<file path="src/rtl/core/pwil_pkg.sv">
`timescale 1ns / 1ps
// Shared types and constants for the progress watchdog with idle leases.
// No dependencies; used by every module of the block but pwil_ram.
package pwil_pkg;

   // Opcodes of an input item
   localparam logic [2:0] OP_TICK     = 3'd0;
   localparam logic [2:0] OP_PROGRESS = 3'd1;
   localparam logic [2:0] OP_TAKE     = 3'd2;
   localparam logic [2:0] OP_RELEASE  = 3'd3;
   localparam logic [2:0] OP_CLEAR    = 3'd4;

   // Result status codes
   localparam logic [2:0] STAT_OK          = 3'd0;
   localparam logic [2:0] STAT_STALL_FIRED = 3'd1;
   localparam logic [2:0] STAT_DUP_OWNER   = 3'd2;
   localparam logic [2:0] STAT_BAD_OWNER   = 3'd3;
   localparam logic [2:0] STAT_TABLE_FULL  = 3'd4;
   localparam logic [2:0] STAT_HALTED      = 3'd5;

   localparam logic [31:0] LIMIT_RESET = 32'd20000;

   localparam int OWNER_W = 16;
   localparam int LEN_W   = 32;
   localparam int CYC_W   = 40;
   localparam int END_W   = 41;
   localparam int CNT_W   = 32;
   localparam int ENTRY_W = OWNER_W + END_W;

   localparam int QUEUE_DEPTH = 2;
   localparam int QUEUE_PTR_W = $clog2(QUEUE_DEPTH);

   typedef enum logic [2:0] {
      CLS_TICK,
      CLS_PROGRESS,
      CLS_TAKE,
      CLS_RELEASE,
      CLS_CLEAR,
      CLS_NOP
   } cls_type;

   typedef struct packed {
      logic [2:0]         opcode;
      logic [OWNER_W-1:0] owner_id;
      logic [LEN_W-1:0]   lease_cycles;
   } req_type;

   typedef struct packed {
      logic [2:0]       status;
      logic [CYC_W-1:0] cycle_now;
      logic [CYC_W-1:0] since_progress;
      logic [CYC_W-1:0] lease_horizon;
      logic [CNT_W-1:0] progress_tally;
   } rsp_type;

   // Classified item as it sits in the queue
   typedef struct packed {
      cls_type            cls;
      logic               owner_zero;
      logic [OWNER_W-1:0] owner;
      logic [LEN_W-1:0]   lease_cycles;
   } item_type;

   typedef struct packed {
      logic     push;
      item_type item;
   } q_wr_type;

   typedef struct packed {
      logic     empty;
      item_type head;
   } q_rd_type;

endpackage

</file>
<file path="src/rtl/core/progress_watchdog_with_idle_leases.sv">
`timescale 1ns / 1ps
// Top level of the progress watchdog with idle leases.
// Depends on pwil_pkg, pwil_front, pwil_queue and pwil_back.
//
//   channel | direction | handshake          | payload
//   --------+-----------+--------------------+------------------------------
//   req_    | in        | req_valid/req_stall| pwil_pkg::req_type
//   rsp_    | out       | rsp_valid/rsp_stall| pwil_pkg::rsp_type
//   csr_    | in        | csr_valid/csr_ready| silence_limit, 32 bits
//
// In the back end an item is popped, each lease slot is read in turn through the single slot
// RAM port, the last read lands, and the item then commits and loads the result register
// unless the previous result still waits on rsp_stall.
// The front register and the two-entry queue take up to three more items while the
// back end works or a result waits on rsp_stall.
// Sync active-high reset clears lease valid bits and counters, loads limit 20000.
module progress_watchdog_with_idle_leases #(
   parameter int LEASE_SLOTS = 8
) (
   input  logic                       clock,
   input  logic                       reset,
   input  logic                       req_valid,
   output logic                       req_stall,
   input  pwil_pkg::req_type          req_data,
   output logic                       rsp_valid,
   input  logic                       rsp_stall,
   output pwil_pkg::rsp_type          rsp_data,
   input  logic                       csr_valid,
   output logic                       csr_ready,
   input  logic [pwil_pkg::CNT_W-1:0] csr_data
);

   // Silence limit register; zero turns firing off
   logic [pwil_pkg::CNT_W-1:0] silence_limit_ff, silence_limit_in;

   pwil_pkg::q_wr_type q_wr;
   pwil_pkg::q_rd_type q_rd;
   logic               q_full;
   logic               q_pop;

   // Writes are taken in any cycle; software must only write while idle, which the block does not enforce
   assign csr_ready        = 1'b1;
   assign silence_limit_in = (csr_valid && csr_ready) ? csr_data : silence_limit_ff;

   always_ff @(posedge clock) begin
      if (reset) begin
         silence_limit_ff <= pwil_pkg::LIMIT_RESET;
      end else begin
         silence_limit_ff <= silence_limit_in;
      end
   end

   // Front end: request register and opcode classification
   pwil_front u_front (
      .clock     (clock),
      .reset     (reset),
      .req_valid (req_valid),
      .req_stall (req_stall),
      .req_data  (req_data),
      .q_wr      (q_wr),
      .q_full    (q_full)
   );

   // Decoupling queue so the two halves stall independently
   pwil_queue u_queue (
      .clock  (clock),
      .reset  (reset),
      .q_wr   (q_wr),
      .q_full (q_full),
      .q_pop  (q_pop),
      .q_rd   (q_rd)
   );

   // Back end: lease scan, state update and result register
   pwil_back #(
      .LEASE_SLOTS (LEASE_SLOTS)
   ) u_back (
      .clock         (clock),
      .reset         (reset),
      .silence_limit (silence_limit_ff),
      .q_rd          (q_rd),
      .q_pop         (q_pop),
      .rsp_valid     (rsp_valid),
      .rsp_stall     (rsp_stall),
      .rsp_data      (rsp_data)
   );

   // Last progress never runs ahead of the tick count
   a_gap_bounded: assert property (@(posedge clock) disable iff (reset)
      rsp_valid |-> rsp_data.since_progress <= rsp_data.cycle_now)
      else $error("since_progress exceeds cycle_now");

   // A fired stall needs real silence and a cycle past every lease
   a_stall_reason: assert property (@(posedge clock) disable iff (reset)
      (rsp_valid && rsp_data.status == pwil_pkg::STAT_STALL_FIRED) |->
      (rsp_data.since_progress != '0 && rsp_data.cycle_now > rsp_data.lease_horizon))
      else $error("stall fired without silence or inside a lease");

   // Queue occupancy flags stay consistent
   a_queue_flags: assert property (@(posedge clock) disable iff (reset)
      !(q_full && q_rd.empty))
      else $error("queue reports full and empty together");

   // Nothing leaves the queue that was not there
   a_pop_nonempty: assert property (@(posedge clock) disable iff (reset)
      q_pop |-> !q_rd.empty)
      else $error("pop from empty queue");

endmodule

</file>
<file path="src/rtl/core/pwil_ram.sv">
`timescale 1ns / 1ps
// Generic single-write, single-read RAM with registered read data.
// No dependencies.
module pwil_ram #(
   parameter int WIDTH = 8,
   parameter int DEPTH = 8
) (
   input  logic                                  clock,
   input  logic                                  wr_en,
   input  logic [((DEPTH > 1) ? $clog2(DEPTH) : 1)-1:0] wr_addr,
   input  logic [WIDTH-1:0]                      wr_data,
   input  logic [((DEPTH > 1) ? $clog2(DEPTH) : 1)-1:0] rd_addr,
   output logic [WIDTH-1:0]                      rd_data
);

   logic [WIDTH-1:0] mem_ff [DEPTH];
   logic [WIDTH-1:0] rd_data_ff;

   always_ff @(posedge clock) begin
      if (wr_en) begin
         mem_ff[wr_addr] <= wr_data;
      end
      rd_data_ff <= mem_ff[rd_addr];
   end

   assign rd_data = rd_data_ff;

endmodule

</file>
<file path="src/rtl/core/pwil_front.sv">
`timescale 1ns / 1ps
// Front end: input register that takes request transfers and classifies them.
// Depends on pwil_pkg.
module pwil_front (
   input  logic               clock,
   input  logic               reset,
   input  logic               req_valid,
   output logic               req_stall,
   input  pwil_pkg::req_type  req_data,
   output pwil_pkg::q_wr_type q_wr,
   input  logic               q_full
);

   logic               fr_valid_ff, fr_valid_in;
   pwil_pkg::item_type fr_item_ff, fr_item_in;
   pwil_pkg::cls_type  cls;
   logic               accept;
   logic               push;

   always_comb begin
      unique case (req_data.opcode)
         pwil_pkg::OP_TICK:     cls = pwil_pkg::CLS_TICK;
         pwil_pkg::OP_PROGRESS: cls = pwil_pkg::CLS_PROGRESS;
         pwil_pkg::OP_TAKE:     cls = pwil_pkg::CLS_TAKE;
         pwil_pkg::OP_RELEASE:  cls = pwil_pkg::CLS_RELEASE;
         pwil_pkg::OP_CLEAR:    cls = pwil_pkg::CLS_CLEAR;
         default:               cls = pwil_pkg::CLS_NOP;
      endcase
   end

   assign push      = fr_valid_ff && !q_full;
   assign req_stall = fr_valid_ff && q_full;
   assign accept    = req_valid && !req_stall;

   always_comb begin
      fr_valid_in = fr_valid_ff;
      fr_item_in  = fr_item_ff;
      if (accept) begin
         fr_valid_in             = 1'b1;
         fr_item_in.cls          = cls;
         fr_item_in.owner_zero   = (req_data.owner_id == '0);
         fr_item_in.owner        = req_data.owner_id;
         fr_item_in.lease_cycles = req_data.lease_cycles;
      end else if (push) begin
         fr_valid_in = 1'b0;
      end
   end

   always_ff @(posedge clock) begin
      if (reset) begin
         fr_valid_ff <= 1'b0;
      end else begin
         fr_valid_ff <= fr_valid_in;
      end
      fr_item_ff <= fr_item_in;
   end

   assign q_wr.push = push;
   assign q_wr.item = fr_item_ff;

endmodule

</file>
<file path="src/rtl/core/pwil_queue.sv">
`timescale 1ns / 1ps
// Short FIFO of classified items between the front end and the back end.
// Depends on pwil_pkg.
module pwil_queue (
   input  logic               clock,
   input  logic               reset,
   input  pwil_pkg::q_wr_type q_wr,
   output logic               q_full,
   input  logic               q_pop,
   output pwil_pkg::q_rd_type q_rd
);

   localparam int PW = pwil_pkg::QUEUE_PTR_W;
   localparam logic [PW-1:0] LAST_PTR   = PW'(pwil_pkg::QUEUE_DEPTH - 1);
   localparam logic [PW:0]   FULL_COUNT = (PW + 1)'(pwil_pkg::QUEUE_DEPTH);

   pwil_pkg::item_type mem_ff [pwil_pkg::QUEUE_DEPTH];
   logic [PW-1:0] wr_ptr_ff, wr_ptr_in;
   logic [PW-1:0] rd_ptr_ff, rd_ptr_in;
   logic [PW:0]   count_ff, count_in;

   always_comb begin
      wr_ptr_in = wr_ptr_ff;
      rd_ptr_in = rd_ptr_ff;
      count_in  = count_ff;
      if (q_wr.push) begin
         wr_ptr_in = (wr_ptr_ff == LAST_PTR) ? '0 : wr_ptr_ff + 1'b1;
      end
      if (q_pop) begin
         rd_ptr_in = (rd_ptr_ff == LAST_PTR) ? '0 : rd_ptr_ff + 1'b1;
      end
      if (q_wr.push && !q_pop) begin
         count_in = count_ff + 1'b1;
      end else if (q_pop && !q_wr.push) begin
         count_in = count_ff - 1'b1;
      end
   end

   always_ff @(posedge clock) begin
      if (reset) begin
         wr_ptr_ff <= '0;
         rd_ptr_ff <= '0;
         count_ff  <= '0;
      end else begin
         wr_ptr_ff <= wr_ptr_in;
         rd_ptr_ff <= rd_ptr_in;
         count_ff  <= count_in;
      end
      if (q_wr.push) begin
         mem_ff[wr_ptr_ff] <= q_wr.item;
      end
   end

   assign q_full     = (count_ff == FULL_COUNT);
   assign q_rd.empty = (count_ff == '0);
   assign q_rd.head  = mem_ff[rd_ptr_ff];

endmodule

</file>
<file path="src/rtl/core/pwil_back.sv">
`timescale 1ns / 1ps
// Back end: scans the lease table one slot per cycle, then commits the item
// and loads the result register. Depends on pwil_pkg and pwil_ram.
module pwil_back #(
   parameter int LEASE_SLOTS = 8
) (
   input  logic                       clock,
   input  logic                       reset,
   input  logic [pwil_pkg::CNT_W-1:0] silence_limit,
   input  pwil_pkg::q_rd_type         q_rd,
   output logic                       q_pop,
   output logic                       rsp_valid,
   input  logic                       rsp_stall,
   output pwil_pkg::rsp_type          rsp_data
);

   localparam int IDX_W   = (LEASE_SLOTS > 1) ? $clog2(LEASE_SLOTS) : 1;
   localparam int CYC_W   = pwil_pkg::CYC_W;
   localparam int END_W   = pwil_pkg::END_W;
   localparam int CNT_W   = pwil_pkg::CNT_W;
   localparam int OWNER_W = pwil_pkg::OWNER_W;
   localparam int ENTRY_W = pwil_pkg::ENTRY_W;
   localparam logic [IDX_W-1:0] LAST_IDX = IDX_W'(LEASE_SLOTS - 1);

   typedef enum logic [1:0] {S_IDLE, S_SCAN, S_WAIT, S_DONE} state_type;

   state_type              state_ff, state_in;
   pwil_pkg::item_type     item_ff, item_in;
   logic [IDX_W-1:0]       scan_idx_ff, scan_idx_in;
   logic                   chk_en_ff, chk_en_in;
   logic [IDX_W-1:0]       chk_idx_ff, chk_idx_in;
   logic [LEASE_SLOTS-1:0] slot_valid_ff, slot_valid_in;
   logic [END_W-1:0]       hmax_ff, hmax_in;
   logic                   dup_ff, dup_in;
   logic                   found_ff, found_in;
   logic [IDX_W-1:0]       hit_idx_ff, hit_idx_in;
   logic                   free_found_ff, free_found_in;
   logic [IDX_W-1:0]       free_idx_ff, free_idx_in;
   logic [CYC_W-1:0]       cycle_ff, cycle_in;
   logic [CYC_W-1:0]       last_ff, last_in;
   logic                   pending_ff, pending_in;
   logic [CNT_W-1:0]       total_ff, total_in;
   logic                   halted_ff, halted_in;
   logic [CYC_W-1:0]       inc_ff, inc_in;
   logic [END_W-1:0]       end_ff, end_in;
   logic [CYC_W-1:0]       gap_tick_ff, gap_tick_in;
   logic [CYC_W-1:0]       gap_now_ff, gap_now_in;
   logic                   rsp_valid_ff, rsp_valid_in;
   pwil_pkg::rsp_type      rsp_data_ff, rsp_data_in;

   logic                   ram_wr_en;
   logic [ENTRY_W-1:0]     ram_q;
   logic [OWNER_W-1:0]     rd_owner;
   logic [END_W-1:0]       rd_end;
   logic                   owner_match;
   logic                   live;
   logic [2:0]             stat_sel;
   logic [CYC_W-1:0]       gap_sel;
   logic [END_W-1:0]       h_sel;
   logic [CNT_W-1:0]       total_inc;

   pwil_ram #(
      .WIDTH (ENTRY_W),
      .DEPTH (LEASE_SLOTS)
   ) u_slot_ram (
      .clock   (clock),
      .wr_en   (ram_wr_en),
      .wr_addr (free_idx_ff),
      .wr_data ({item_ff.owner, end_ff}),
      .rd_addr (scan_idx_ff),
      .rd_data (ram_q)
   );

   assign rd_owner    = ram_q[ENTRY_W-1:END_W];
   assign rd_end      = ram_q[END_W-1:0];
   assign owner_match = (rd_owner == item_ff.owner);
   assign total_inc   = (total_ff == '1) ? total_ff : total_ff + 1'b1;
   assign live        = !(halted_ff && (item_ff.cls == pwil_pkg::CLS_TICK ||
                                        item_ff.cls == pwil_pkg::CLS_PROGRESS ||
                                        item_ff.cls == pwil_pkg::CLS_TAKE ||
                                        item_ff.cls == pwil_pkg::CLS_RELEASE));

   always_comb begin
      state_in      = state_ff;
      item_in       = item_ff;
      scan_idx_in   = scan_idx_ff;
      chk_en_in     = 1'b0;
      chk_idx_in    = chk_idx_ff;
      slot_valid_in = slot_valid_ff;
      hmax_in       = hmax_ff;
      dup_in        = dup_ff;
      found_in      = found_ff;
      hit_idx_in    = hit_idx_ff;
      free_found_in = free_found_ff;
      free_idx_in   = free_idx_ff;
      cycle_in      = cycle_ff;
      last_in       = last_ff;
      pending_in    = pending_ff;
      total_in      = total_ff;
      halted_in     = halted_ff;
      inc_in        = inc_ff;
      end_in        = end_ff;
      gap_tick_in   = inc_ff - last_ff;
      gap_now_in    = cycle_ff - last_ff;
      rsp_valid_in  = rsp_valid_ff && rsp_stall;
      rsp_data_in   = rsp_data_ff;
      q_pop         = 1'b0;
      ram_wr_en     = 1'b0;
      stat_sel      = pwil_pkg::STAT_OK;
      gap_sel       = gap_now_ff;
      h_sel         = hmax_ff;

      // One slot's read data lands per cycle behind the scan address
      if (chk_en_ff) begin
         if (slot_valid_ff[chk_idx_ff]) begin
            if (item_ff.cls == pwil_pkg::CLS_RELEASE && !halted_ff &&
                owner_match && !found_ff) begin
               // released slot drops out of the horizon
               found_in   = 1'b1;
               hit_idx_in = chk_idx_ff;
            end else if (rd_end > hmax_ff) begin
               hmax_in = rd_end;
            end
            if (item_ff.cls == pwil_pkg::CLS_TAKE && owner_match) begin
               dup_in = 1'b1;
            end
         end else if (!free_found_ff) begin
            free_found_in = 1'b1;
            free_idx_in   = chk_idx_ff;
         end
      end

      unique case (state_ff)
         S_IDLE: begin
            if (!q_rd.empty) begin
               q_pop         = 1'b1;
               item_in       = q_rd.head;
               scan_idx_in   = '0;
               hmax_in       = '0;
               dup_in        = 1'b0;
               found_in      = 1'b0;
               free_found_in = 1'b0;
               inc_in        = (cycle_ff == '1) ? cycle_ff : cycle_ff + 1'b1;
               end_in        = {1'b0, cycle_ff} + END_W'(q_rd.head.lease_cycles)
                               + END_W'(1);
               state_in      = S_SCAN;
            end
         end
         S_SCAN: begin
            chk_en_in  = 1'b1;
            chk_idx_in = scan_idx_ff;
            if (scan_idx_ff == LAST_IDX) begin
               state_in = S_WAIT;
            end else begin
               scan_idx_in = scan_idx_ff + 1'b1;
            end
         end
         S_WAIT: begin
            state_in = S_DONE;
         end
         S_DONE: begin
            if (!rsp_valid_ff || !rsp_stall) begin
               if (!live) begin
                  stat_sel = pwil_pkg::STAT_HALTED;
               end else begin
                  unique case (item_ff.cls)
                     pwil_pkg::CLS_TICK: begin
                        cycle_in = inc_ff;
                        if (pending_ff) begin
                           pending_in = 1'b0;
                           last_in    = inc_ff;
                           gap_sel    = '0;
                        end else begin
                           gap_sel = gap_tick_ff;
                           if (silence_limit != '0 &&
                               gap_tick_ff > CYC_W'(silence_limit) &&
                               {1'b0, inc_ff} > hmax_ff) begin
                              halted_in = 1'b1;
                              stat_sel  = pwil_pkg::STAT_STALL_FIRED;
                           end
                        end
                     end
                     pwil_pkg::CLS_PROGRESS: begin
                        total_in   = total_inc;
                        pending_in = 1'b1;
                     end
                     pwil_pkg::CLS_TAKE: begin
                        if (item_ff.owner_zero) begin
                           stat_sel = pwil_pkg::STAT_BAD_OWNER;
                        end else if (dup_ff) begin
                           stat_sel = pwil_pkg::STAT_DUP_OWNER;
                        end else if (!free_found_ff) begin
                           stat_sel = pwil_pkg::STAT_TABLE_FULL;
                        end else begin
                           ram_wr_en                  = 1'b1;
                           slot_valid_in[free_idx_ff] = 1'b1;
                           if (end_ff > hmax_ff) begin
                              h_sel = end_ff;
                           end
                        end
                     end
                     pwil_pkg::CLS_RELEASE: begin
                        if (found_ff) begin
                           slot_valid_in[hit_idx_ff] = 1'b0;
                           total_in                  = total_inc;
                           pending_in                = 1'b1;
                        end
                     end
                     pwil_pkg::CLS_CLEAR: begin
                        slot_valid_in = '0;
                        last_in       = '0;
                        pending_in    = 1'b0;
                        total_in      = '0;
                        halted_in     = 1'b0;
                        h_sel         = '0;
                        gap_sel       = cycle_ff;
                     end
                     pwil_pkg::CLS_NOP: begin
                     end
                  endcase
               end
               rsp_valid_in                = 1'b1;
               rsp_data_in.status          = stat_sel;
               rsp_data_in.cycle_now       = cycle_in;
               rsp_data_in.since_progress  = gap_sel;
               rsp_data_in.lease_horizon   = h_sel[END_W-1] ? '1 : h_sel[CYC_W-1:0];
               rsp_data_in.progress_tally  = total_in;
               state_in                    = S_IDLE;
            end
         end
      endcase
   end

   always_ff @(posedge clock) begin
      if (reset) begin
         state_ff      <= S_IDLE;
         chk_en_ff     <= 1'b0;
         slot_valid_ff <= '0;
         cycle_ff      <= '0;
         last_ff       <= '0;
         pending_ff    <= 1'b0;
         total_ff      <= '0;
         halted_ff     <= 1'b0;
         rsp_valid_ff  <= 1'b0;
      end else begin
         state_ff      <= state_in;
         chk_en_ff     <= chk_en_in;
         slot_valid_ff <= slot_valid_in;
         cycle_ff      <= cycle_in;
         last_ff       <= last_in;
         pending_ff    <= pending_in;
         total_ff      <= total_in;
         halted_ff     <= halted_in;
         rsp_valid_ff  <= rsp_valid_in;
      end
      item_ff       <= item_in;
      scan_idx_ff   <= scan_idx_in;
      chk_idx_ff    <= chk_idx_in;
      hmax_ff       <= hmax_in;
      dup_ff        <= dup_in;
      found_ff      <= found_in;
      hit_idx_ff    <= hit_idx_in;
      free_found_ff <= free_found_in;
      free_idx_ff   <= free_idx_in;
      inc_ff        <= inc_in;
      end_ff        <= end_in;
      gap_tick_ff   <= gap_tick_in;
      gap_now_ff    <= gap_now_in;
      rsp_data_ff   <= rsp_data_in;
   end

   assign rsp_valid = rsp_valid_ff;
   assign rsp_data  = rsp_data_ff;

endmodule

</file>
<file path="config.mk">
export PLATFORM = sky130hd
export DESIGN_NAME = progress_watchdog_with_idle_leases
export DESIGN_NICKNAME = d
export VERILOG_FILES = /design/src/rtl/core/pwil_pkg.sv /design/src/rtl/core/progress_watchdog_with_idle_leases.sv /design/src/rtl/core/pwil_ram.sv /design/src/rtl/core/pwil_front.sv /design/src/rtl/core/pwil_queue.sv /design/src/rtl/core/pwil_back.sv
export SDC_FILE = /design/constraint.sdc
export NUM_CORES = 2
export LEC_CHECK = 0
export BUFFER_PORTS_ARGS = -buffer_cell sky130_fd_sc_hd__buf_2
export CAP_MARGIN = 5
export CELL_PAD_IN_SITES_DETAIL_PLACEMENT = 1
export CELL_PAD_IN_SITES_GLOBAL_PLACEMENT = 2
export CORE_UTILIZATION = 30
export DETAILED_ROUTE_END_ITERATION = 6
export PLACE_DENSITY_LB_ADDON = 0.1
export SYNTH_ARGS = -nofsm -noshare
export SYNTH_HDL_FRONTEND = slang
export SYNTH_SLANG_ARGS = --single-unit
</file>
<file path="constraint.sdc">
create_clock -name clock -period 6.91 [get_ports clock]
set_clock_uncertainty 0.15 [all_clocks]
set_input_delay 1.382 -clock clock [delete_from_list [all_inputs] [get_ports clock]]
set_output_delay 1.382 -clock clock [all_outputs]
set_load 0.02 [all_outputs]
</file>
==> impl_metrics.json <==
{
  "status": "complete, no violations",
  "path_cells": "ha_1 > nand2_1 > nor4_2 > nand3_1 > nor3_1 > o2111ai_1 > a31oi_1 > o21a_2 > buf_4 > o311ai_1",
  "vdd_drop_max_mv": 0.426,
  "slew_headroom": 0.295,
  "p_per_area_nw_per_um2": 416,
  "p_leak_nw": 22.6,
  "crit_start": "u_back.end_ff[34]",
  "synth_nets": 4558,
  "ys_seq_elements": 1225,
  "slowest_delay_ns": 0.75,
  "hold_class": "reg -> reg",
  "gr-total-overflow": 0,
  "clkPwrFrac": 0.300,
  "p_seq_frac": 0.403,
  "reg2reg_slack_ns": 2.30,
  "crit_required_ns": 7.25,
  "initial_utilization": 0.302,
  "grt_usage": 0.188,
  "crit_fanout": 41,
  "netlist_instances": 4193,
  "place_congestion": 0.811,
  "yosysSeqAreaShare": 0.611,
  "vias": 34600,
  "area_delta_synth_final_pct": 16.6,
  "post_cts_buffers": 0,
  "r2r_cells": 10,
  "maxCapViolCount": 0,
  "synth_edf_count": 880,
  "start_kind": "flop",
  "yosysTopAreaCell": "edfxtp_1",
  "hold_depth": 0,
  "fmax_mhz": 217,
  "critical-path-top-delay-family": "compound AO/OA/AOI/OAI gates",
  "io_buffers": 244,
  "min_from": "u_front.q_wr[41]",
  "post-route-period-util": 0.668,
  "viasPerCell": 4.98,
  "synth_commonest_cells": "880 x edfxtp_1, 359 x nor2_1, 345 x dfxtp_1",
  "grt_antenna_before_repair": 6,
  "synth_top_area_frac": 0.484,
  "cts.repair.resized": 0,
  "switching_share": 0.343,
  "path_buf_inv": 1,
  "core_sq_um": 181000,
  "netlist_area_sq_um": 54600,
  "tns_ns": 0,
  "p_switching_w": 0.00907,
  "die_h_microns": 429,
  "setup_violations": 0,
  "grt_pass1_vias": 36700,
  "grt_start_max_net_pins": 146,
  "clock_sinks": 1225,
  "die_area_sq_um": 184000,
  "yosysUniqueCellTypes": 92,
  "io_pins": 246,
  "path_class": "reg -> reg",
  "path_clk_slew_ns": 0.06,
  "final.min_clock_period_ns": 4.61,
  "clk_path_buf_depth": 3,
  "grt_first_pass_wirelength_mm": 255,
  "cp_slowest_cell": "o21a_2",
  "cts_tree": "yes",
  "yosysWarnings": 0,
  "wl_per_cell_microns": 25.0,
  "drv_slew": 0,
  "internal_power_w": 0.0174,
  "worst_pin_slew_ns": 1.05,
  "ctsHoldBuffers": 0,
  "nets": 4813,
  "dp_hpwl_mm": 121,
  "routed_wl_mm": 174,
  "end_kind": "flop",
  "final_hold_viol_count": 0,
  "p_comb_frac": 0.297,
  "drt-initial-drc-count": 1762,
  "cts_root_buf": "clkbuf_16",
  "rsz0062_at_grt": "false",
  "timing.rr.start": "u_back.end_ff[34]",
  "num_rows": 156,
  "ys_async_sr_fraction": 0,
  "cts.htree.levels": 4,
  "fin_cells": 6944,
  "drive_gt1_frac": 0.181,
  "worstSkewPairLatency_ns": 0.81,
  "cts_inserted_buffers": 148,
  "drc": 0,
  "final_core_util": 0.352,
  "dpl.cell_count": 6668,
  "synth.most_common_cell": "edfxtp_1",
  "ys_top_cells_by_area": "edfxtp_1 48%, dfxtp_1 13%, ha_1 6.3%, mux4_2 4.8%, mux2_2 3.1%",
  "dr.pass1.iters": 5,
  "ys.flop_type": "edfxtp_1",
  "die_x_microns": 429,
  "cp.depth": 10,
  "postRouteAntennaNets": 0,
  "syn_area_per_cell_sq_um": 13.0,
  "arrival_ns": 4.96
}
-- final timing paths --
check / to
max reg2reg: u_back.rsp_data[62]
min: u_queue.mem_ff[0][41]
max: u_back.rsp_data[62]
min reg2reg: u_queue.mem_ff[0][41]
-- stage by stage --
stage	hold WS, ns	setup WS (ns)	total power [W]	instance area (sq um)
floorplan	0.271	0.0892	0.0158	54600
global placement	0.273	2.24	0.0188	58700
detailed placement	0.284	2.25	0.0188	58700
CTS	0.297	2.21	0.0270	63600
global route	0.308	1.88	0.0280	63600
finish	0.297	2.30	0.0265	63600
-- flip-flops by register name, indices dropped and copies added (netlist names), 2 cells and up, named ones only --
register / cells
u_back.item_ff: 20
u_back.chk_idx_ff: 3
u_back.cycle_ff: 40
u_back.scan_idx_ff: 3
u_back.hmax_ff: 41
u_queue.count_ff: 2
u_back.rsp_data: 155
u_back.u_slot_ram.mem_ff: 456
u_back.gap_now_ff: 40
u_back.gap_tick_ff: 40
u_back.total_ff: 32
u_back.state_ff: 2
u_front.q_wr: 52
u_back.free_idx_ff: 3
u_back.end_ff: 41
u_back.last_ff: 40
u_queue.mem_ff: 104
u_back.slot_valid_ff: 8
u_back.hit_idx_ff: 3
u_back.u_slot_ram.rd_data: 57
u_back.inc_ff: 40
silence_limit_ff: 32
-- per-layer routing --
layer	up-vias	wire [microns]	global-route usage
met5	-	0	0
met4	0	4210	0.0526
met2	440	85100	0.320
met1	17600	80200	0.250
met3	203	4360	0.0246
li1	16300	-	-
-- cell usage in the layout, fill, tap and decap left out, types with 19 or more instances in the layout --
| cell | count |
|---|---|
| a31oi_1 | 35 |
| edfxtp_1 | 880 |
| nand3_1 | 138 |
| a21oi_1 | 236 |
| o21a_1 | 37 |
| nor2b_1 | 27 |
| o21bai_1 | 19 |
| a211oi_1 | 20 |
| inv_1 | 161 |
| xnor2_1 | 96 |
| nand4_1 | 42 |
| clkbuf_1 | 58 |
| buf_2 | 243 |
| nor2_1 | 349 |
| nor3_1 | 77 |
| nor4_1 | 30 |
| a21o_1 | 97 |
| a221oi_1 | 41 |
| o21ai_1 | 59 |
| mux2_2 | 150 |
| clkbuf_16 | 149 |
| and3_1 | 31 |
| dfxtp_1 | 344 |
| o31ai_1 | 19 |
| ha_1 | 274 |
| buf_4 | 41 |
| mux2i_1 | 37 |
| o21ai_0 | 97 |
| o311ai_1 | 40 |
| xor2_1 | 67 |
| mux4_2 | 116 |
| nand2_1 | 249 |
| nand2b_1 | 23 |
-- final cells by class --
class | count | area (sq um)
flip-flops and latches | 1225 | 33300
inverters | 165 | 632
well taps | 2370 | 2970
clock buffers | 221 | 4140
diodes | 1 | 2.50
repair buffers | 295 | 1740
clock inverters | 54 | 846
fillers | 19100 | 117000
multi-input cells | 2613 | 20000
-- power by group through the flow --
stage,Clock (W),Sequential [W],Combinational [W]
2_1_floorplan,0,0.0102,0.00555
3_3_place_gp,0,0.0108,0.00805
3_5_place_dp,0,0.0108,0.00801
4_1_cts,0.00822,0.0107,0.00809
5_1_grt,0.00846,0.0108,0.00876
6_report,0.00795,0.0107,0.00787
-- worst reg2reg max path, delay by kind of cell, from the launching register on --
family,cells,cell delay (ns)
AOI/OAI and AO/OA,4,1.55
and+or+nand+nor,4,1.16
DFF,1,0.56
buffers and inverters,1,0.51
adders and majority gates,1,0.38
-- cells by family after synthesis --
family	Yosys count	synth area share
other	1	0.0000687
DFF	1225	0.611
AOI/OAI and AO/OA	806	0.0967
adders and majority gates	277	0.0639
muxes	305	0.0860
and+or+nand+nor	1061	0.0910
xor gates and xnor gates	163	0.0262
buffers and inverters	355	0.0256
Note: power is estimated with default switching activity, not from simulation.
